**config.mk**
```make
export PLATFORM = sky130hd
export DESIGN_NAME = chs_update
export DESIGN_NICKNAME = d
export VERILOG_FILES = /design/src/hdl/chs_pkg.sv /design/src/hdl/chs_update.sv
export SDC_FILE = /design/constraint.sdc
export NUM_CORES = 1
export LEC_CHECK = 0
export BUFFER_PORTS_ARGS = -buffer_cell sky130_fd_sc_hd__buf_2
export CORE_MARGIN = 4
export CORE_UTILIZATION = 24
export DETAILED_ROUTE_END_ITERATION = 12
export PLACE_DENSITY = 0.61
export SYNTH_ARGS = -nofsm -noshare
export SYNTH_HDL_FRONTEND = slang
export SYNTH_SLANG_ARGS = --single-unit
```
**constraint.sdc**
```tcl
create_clock -name vclk -period 6.89
set_input_delay 1.378 -clock vclk [all_inputs]
set_output_delay 1.378 -clock vclk [all_outputs]
set_load 0.005 [all_outputs]
```
**src/hdl/chs_pkg.sv**
```systemverilog
// Shared constants and types for the cell height statistics unit.
package chs_pkg;

  // Fixed field widths
  localparam int CELL_BITS = 12;
  localparam int OCC_BITS  = 13;

  // Parameter defaults
  localparam int CELLS_DEFAULT       = 4096;
  localparam int COUNT_BITS_DEFAULT  = 16;
  localparam int HEIGHT_BITS_DEFAULT = 16;

  // Command codes
  localparam logic CMD_ADD  = 1'b0;
  localparam logic CMD_READ = 1'b1;

  // Memory access strobes from the sequencer to the store
  typedef struct packed {
    logic rd_en;
    logic wr_count;
    logic wr_heights;
  } mem_ctl_t;

endpackage

```
**src/hdl/chs_update.sv**
```systemverilog
// Statistics update for one added sample: count, lowest, second lowest, highest.
module chs_update #(
  parameter int COUNT_BITS  = 16,
  parameter int HEIGHT_BITS = 16
) (
  input  logic        [COUNT_BITS-1:0]  count,
  input  logic signed [HEIGHT_BITS-1:0] low,
  input  logic signed [HEIGHT_BITS-1:0] second,
  input  logic signed [HEIGHT_BITS-1:0] high,
  input  logic signed [HEIGHT_BITS-1:0] sample,
  output logic        [COUNT_BITS-1:0]  new_count,
  output logic signed [HEIGHT_BITS-1:0] new_low,
  output logic signed [HEIGHT_BITS-1:0] new_second,
  output logic signed [HEIGHT_BITS-1:0] new_high
);
  import chs_pkg::*;

  logic is_empty;
  logic is_single;
  logic below_low;
  logic below_second;
  logic above_high;

  assign is_empty     = (count == '0);
  assign is_single    = (count == COUNT_BITS'(1));
  assign below_low    = (sample < low);
  assign below_second = (sample < second);
  assign above_high   = (sample > high);

  // Saturating count
  assign new_count = (count == '1) ? count : count + COUNT_BITS'(1);

  // Height tracking; duplicates count towards second lowest
  always_comb begin
    new_low    = low;
    new_second = second;
    new_high   = above_high ? sample : high;
    if (is_empty) begin
      new_low    = sample;
      new_second = sample;
      new_high   = sample;
    end else if (below_low) begin
      new_second = low;
      new_low    = sample;
    end else if (is_single || below_second) begin
      new_second = sample;
    end
  end

endmodule
```
==> results of run 1 <==
## stage by stage
step | instance area (um2) | cells | utilization, %
floorplan | 2320 | 342 | -
global placement | 3160 | 606 | 33.9
detailed placement | 3160 | 606 | 33.9
CTS | 3160 | 606 | 33.9
global route | 3160 | 606 | 33.9
finish | 3160 | 606 | 33.9
## layout make-up
class	instances	area, um2
fill	1021	6160
multi-input combinational	276	2060
timing repair buffer	145	728
inverter	56	210
tap	129	161
## power by group
part	internal, mW	switching, mW	total, mW
combinational	0.117	0.140	0.257
sequential	0	0	0
clock	0	0	0
## cells by family (layout without fill, tap and decap cells)
kind of cell | count (synthesis) | count (layout)
simple gates | 99 | 99
compound gates | 97 | 97
mux | 20 | 20
fa+ha+maj | 49 | 49
buf+inv | 66 | 201
xor+xnor | 11 | 11
## per-layer routing
metal	track usage (%)	up-vias
met4	1.28	0
met3	1.82	8
li1	-	1486
met5	0	-
met1	15.5	1311
met2	27.6	92
## critical path, delay by kind of cell
kind	cells	cell delay, ns
AND/OR/NAND/NOR	1	0.42
multiplexers	1	0.35
AO/OA/AOI/OAI	4	1.01
buffers and inverters	4	0.59
adder cells (fa/ha/maj)	1	0.32
## worst paths after layout
kind	from	to	slack (ns)
max	low[13]	new_low[0]	1.44
min	count[6]	new_count[6]	3.05
## cell usage in the layout (no fill, tap or decap), drive strengths merged
cell type / instances
a21boi: 1
o41ai: 1
nand4: 7
buf: 145
nor2: 26
nor3: 1
o211ai: 2
clkinv: 1
xnor2: 10
nand2b: 6
and2: 1
o311ai: 1
nor4: 4
nand3: 10
a21o: 4
a2111oi: 3
and3: 3
ha: 49
a21oi: 29
o21ai: 31
or2: 1
o221a: 1
a211oi: 20
nor2b: 3
a31oi: 1
xor2: 1
nand2: 33
o2111ai: 1
or3: 1
o21a: 2
inv: 55
and4: 3
mux2: 20
==> flow_summary.ini, run 1 <==
[power]
leakage_nw = 1.70
power_density_nw_per_um2 = 81.3
finalPower_mw = 0.257
vdd_drop_max_mv = 0.0330

[logic_synthesis]
syn_area_um2 = 2320
synth.most_common_cell = inv_1
syn_avg_cell_area_um2 = 6.80
synth_common_cells = inv_1, ha_1, nand2_1
synthAdderAreaFrac_pct = 26.4
synth.net_count = 471
syn_inst = 342
synth_xor_area_share_pct = 4.14
yosys-mux-area-fraction_pct = 9.69
yosys.area.top_type = ha_1
synth_top_area_share_pct = 26.4
synth_top_family_by_area = compound AO/OA/AOI/OAI gates
synth_warnings = 0
synthTopCellsByArea = ha_1, mux2_1, inv_1
synth-compound-area-share_pct = 28.0
ys_seq_area_share_pct = 0
ys_types = 43
synth-simple-area-share_pct = 20.6

[routing]
highest_layer = met4
drc = 0
met1_length_um = 3380
postRouteAntennaNets = 0
num_vias = 2897
vias_per_cell = 4.78
drt_wl_total_um = 8320
route.met3.wl_um = 575
firstDrtPassIters = 4
post_drt_wl_per_cell_um = 13.7
met2_length_um = 4300
drt_iter0_drc = 48

[worst_setup_path]
path_class = in2out
cp-start-kind = input port
worst-path-max-fanout = 19
cp_data_required_time_ns = 5.51
path_cells = buf_2 > inv_1 > ha_1 > a2111oi_0 > o21ai_1 > a211oi_1 > o21ai_1 > nand3_1 > buf_4 > mux2_1 > buf_2
critPathMaxStageDelay_ns = 0.44
cp_data_arrival_time_ns = 4.07
critPathCaptureType = output pin
cp_slowest_cell = a2111oi_0

[sta]
hold_slack_ns = 3.05
rsz0062_at_grt = no
worst_pin_slew_ns = 0.912
min_period_over_period_pct = 79.1
setup_viol_count_final = 0
drv_slew = 0
fin_tns_setup_ns = 0
maxSlewHeadroom_pct = 38.9
fmax_mhz = 184
period_needed_ns = 5.45
final_hold_viol_count = 0
layout_setup_ws_ns = 1.44

[final_layout]
n_clock_buffer = 0
drive_gt1_share_pct = 34.2
syn_to_final_growth_pct = 36.1
regArea_um2 = 0
nFlopsAndLatches = 0
layout.nets = 608
n_antenna_cell = 0

[global_route]
grt_max_degree = 21
antenna_found_initial = 0
grt_usage_pct = 13.6
grt_overflow = 0
grt_pass1_wl_um = 13100
first_global_vias = 2911

[placement]
preCtsSetupSlack_ns = 1.44
port_buffers = 144
hpwl_um = 7510
routabilityCongestion = 0.960

[floorplan]
num_rows = 35
start_util_pct = 24.9
core_um2 = 9330
pin_count = 144
die_w_um = 106
fp.dieH_um = 106
dieArea_um2 = 11300

[flow_run]
maxCapViolCount = 0

[worst_hold_path]
holdPathStages = 3
hp-class = in2out

[clocking]
cts_setup_buffers = 0
cts-resized-gates = 0
hold_buffers = 0

[status]
status = finished, final reports clean
Note: power is estimated with default switching activity, not from simulation.
==> inputs of run 2 (changes only) <==
==> constraint.sdc (replaced) <==
create_clock -name vclk -period 5.4
set_input_delay 1.08 -clock vclk [all_inputs]
set_output_delay 1.08 -clock vclk [all_outputs]
set_load 0.005 [all_outputs]
==> run 2 against run 1 <==
Net effect:
- worst setup slack got worse by 0.72 ns
- power rose by 28%
- sequential share of layout area did not move
==> flow_summary.ini, run 2 (same netlist as run 1, synthesis figures left out) <==
[status]
status = finished, final reports clean

[routing]
drc = 0
met2_length_um = 4300
firstDrtPassIters = 4
num_vias = 2912
drt_iter0_drc = 50
vias_per_cell = 4.80
post_drt_wl_per_cell_um = 13.7
met1_length_um = 3360
route.met3.wl_um = 572
highest_layer = met4
drt_wl_total_um = 8340
postRouteAntennaNets = 0

[power]
vdd_drop_max_mv = 0.0342
power_density_nw_per_um2 = 104
leakage_nw = 1.70

[floorplan]
num_rows = 35
pin_count = 144
fp.dieH_um = 106
die_w_um = 106
start_util_pct = 24.9
core_um2 = 9330
dieArea_um2 = 11300

[worst_hold_path]
hp-class = in2out
holdPathStages = 3

[sta]
final_hold_viol_count = 0
maxSlewHeadroom_pct = 43.6
setup_viol_count_final = 0
drv_slew = 0
min_period_over_period_pct = 86.7
hold_slack_ns = 2.45
period_needed_ns = 4.68
fin_tns_setup_ns = 0
worst_pin_slew_ns = 0.846
rsz0062_at_grt = no
fmax_mhz = 214

[final_layout]
nFlopsAndLatches = 0
syn_to_final_growth_pct = 36.4
final_cell_mix = buf_2, inv_1, ha_1
regArea_um2 = 0
n_antenna_cell = 0
drive_gt1_share_pct = 34.3
layout.nets = 609
n_clock_buffer = 0
multi_input_area_um2 = 2060
final_common_cell = buf_2
nFillCells = 1018

[worst_setup_path]
path_class = in2out
worst-path-max-fanout = 31
cp_data_arrival_time_ns = 3.60
critPathCaptureType = output pin
cp_data_required_time_ns = 4.32
cp-start-kind = input port

[global_route]
grt_max_degree = 32
grt_usage_pct = 14.1
grt_overflow = 0
grt_pass1_wl_um = 13500
first_global_vias = 3053
antenna_found_initial = 0

[clocking]
cts_setup_buffers = 0
hold_buffers = 0
cts-resized-gates = 0

[placement]
hpwl_um = 7470
port_buffers = 144
routabilityCongestion = 0.935

[flow_run]
maxCapViolCount = 0
## run 2: cell types whose count changed in the layout (fill, tap and decap cells not counted), sizes merged
cell  before  now
buf      145  146
## run 2: final timing paths
path,startpoint,to,slack (ns)
worst max-delay path,low[13],new_low[0],0.72
worst min-delay path,count[6],new_count[6],2.45
## run 2: metrics by stage
stage | cells | utilization [%] | area, um2 | worst slack (ns) | power (mW)
floorplan | 342 | - | 2320 | 1.34 | 0.187
global placement | 607 | 34.0 | 3170 | 0.724 | 0.327
detailed placement | 607 | 34.0 | 3170 | 0.739 | 0.332
CTS | 607 | 34.0 | 3170 | 0.704 | 0.334
global route | 607 | 34.0 | 3170 | 0.447 | 0.374
finish | 607 | 34.0 | 3170 | 0.718 | 0.329
## run 2: layer usage
| metal | track usage (%) | vias to the layer above |
|---|---|---|
| met5 | 0 | - |
| met4 | 2.19 | 0 |
| met3 | 2.67 | 12 |
| met2 | 27.4 | 81 |
| met1 | 16.0 | 1328 |
| li1 | - | 1491 |
## run 2: area by class of cell
class	count	area share [%]
inverters	56	6.63
multi-input cells	276	65.1
well taps	129	5.09
repair buffers	146	23.2
## run 2: report_power, final
part	switching [mW]	internal [mW]	total [mW]
clock	0	0	0
combinational	0.179	0.150	0.329
sequential	0	0	0
total	0.179	0.150	0.329
## run 2: critical path, stage by stage
cell	delay [ns]
buf_2	0.10
inv_1	0.05
ha_1	0.32
a2111oi_0	0.49
o21ai_1	0.13
a211oi_1	0.30
o21ai_1	0.16
nand3_1	0.15
buf_4	0.34
mux2_1	0.35
buf_2	0.13
==> inputs of run 3 (changes only) <==
--- a/config.mk
+++ b/config.mk
@@ -9,7 +9,6 @@
 export CORE_MARGIN = 4
 export CORE_UTILIZATION = 24
 export DETAILED_ROUTE_END_ITERATION = 12
-export PLACE_DENSITY = 0.61
 export SYNTH_ARGS = -nofsm -noshare
 export SYNTH_HDL_FRONTEND = slang
 export SYNTH_SLANG_ARGS = --single-unit
==> run 3 against run 2 <==
Net effect:
- clock-buffer cell count stayed put
- final area unchanged
- die area stayed put
- combinational power is essentially flat
- final cell count is the same
- maximum frequency rose by 0.51%
- worst setup slack better by 0.024 ns
- via count hardly changed
- sequential cell count unchanged
- routed wire length hardly changed
- first-iteration DRC count up 42%
- sequential share of layout area is the same
- critical path type unchanged
==> flow_summary.ini, run 3 (same netlist as run 1, synthesis figures left out) <==
[status]
status = finished, final reports clean

[power]
vdd_drop_max_mv = 0.0501
finalPower_mw = 0.330
leakage_nw = 1.70
power_density_nw_per_um2 = 104

[final_layout]
syn_to_final_growth_pct = 36.4
n_clock_buffer = 0
nFlopsAndLatches = 0
multi_input_area_um2 = 2060
drive_gt1_share_pct = 34.3
regArea_um2 = 0
layout.nets = 609
final_cell_mix = buf_2, inv_1, ha_1
n_antenna_cell = 0
nFillCells = 994
final_common_cell = buf_2

[global_route]
first_global_vias = 2986
antenna_found_initial = 0
grt_pass1_wl_um = 13400
grt_overflow = 0
grt_max_degree = 32
grt_usage_pct = 14.0

[worst_setup_path]
worst-path-max-fanout = 31
worstSetupStartpoint = low[13]
cp-start-kind = input port
critPathCaptureType = output pin
cp_slowest_cell = a2111oi_0
critPathMaxStageDelay_ns = 0.45
path_cells = buf_2 > inv_1 > ha_1 > a2111oi_0 > o21ai_1 > a211oi_1 > o21ai_1 > nand3_1 > buf_4 > mux2_1 > buf_2
path_class = in2out
cp_data_arrival_time_ns = 3.58
cp_data_required_time_ns = 4.32

[sta]
worst_pin_slew_ns = 0.899
fmax_mhz = 215
period_needed_ns = 4.66
final_hold_viol_count = 0
min_period_over_period_pct = 86.3
drv_slew = 0
rsz0062_at_grt = no
fin_tns_setup_ns = 0
maxSlewHeadroom_pct = 40.0
setup_viol_count_final = 0

[floorplan]
pin_count = 144
num_rows = 35
die_w_um = 106
core_um2 = 9330
start_util_pct = 24.9
fp.dieH_um = 106
dieArea_um2 = 11300

[routing]
met2_length_um = 4230
firstDrtPassIters = 5
drt_wl_total_um = 8350
postRouteAntennaNets = 0
drt_iter0_drc = 71
num_vias = 2913
route.met3.wl_um = 661
drc = 0
post_drt_wl_per_cell_um = 13.7
met1_length_um = 3350
highest_layer = met4
vias_per_cell = 4.80

[worst_hold_path]
worst_hold_startpoint = count[6]
hp-class = in2out

[placement]
hpwl_um = 7450
port_buffers = 144
routabilityCongestion = 0.901

[clocking]
hold_buffers = 0
cts_setup_buffers = 0
cts-resized-gates = 0

[flow_run]
maxCapViolCount = 0
-- run 3: cell counts in the layout (fill, tap and decap cells not counted) --
Identical to the previous run, type by type.
-- run 3: routing by layer --
| metal | vias to the layer above | global-route usage (%) |
|---|---|---|
| li1 | 1494 | - |
| met2 | 109 | 26.6 |
| met3 | 10 | 2.19 |
| met4 | 0 | 2.10 |
| met1 | 1300 | 16.7 |
| met5 | - | 0 |
-- run 3: path summary, 6_finish.rpt --
kind,end,cells past startpoint
setup / recovery,new_low[0],11
hold / removal,new_count[6],3
-- run 3: cell type report --
type	count	share of cell area, %
inverters	56	6.63
well taps	129	5.09
repair buffers	146	23.2
multi-input cells	276	65.1
-- run 3: report_power, final --
| group | internal (mW) | switching, mW |
|---|---|---|
| logic | 0.150 | 0.179 |
| registers | 0 | 0 |
| clock network | 0 | 0 |
-- run 3: stage by stage --
stage	hold WS, ns	utilization (%)	setup WS (ns)	instance area (um2)	std cells
2_1_floorplan	2.22	-	1.34	2320	342
3_3_place_gp	2.45	34.0	0.746	3170	607
3_5_place_dp	2.45	34.0	0.723	3170	607
4_1_cts	2.45	34.0	0.728	3170	607
5_1_grt	2.47	34.0	0.524	3170	607
6_report	2.45	34.0	0.741	3170	607
-- run 3: worst max-delay path: cells and delay by family --
| family | cells | cell delay, ns |
|---|---|---|
| compound gates | 4 | 1.07 |
| fa+ha+maj | 1 | 0.32 |
| buf+inv | 4 | 0.60 |
| mux | 1 | 0.36 |
| simple gates | 1 | 0.15 |
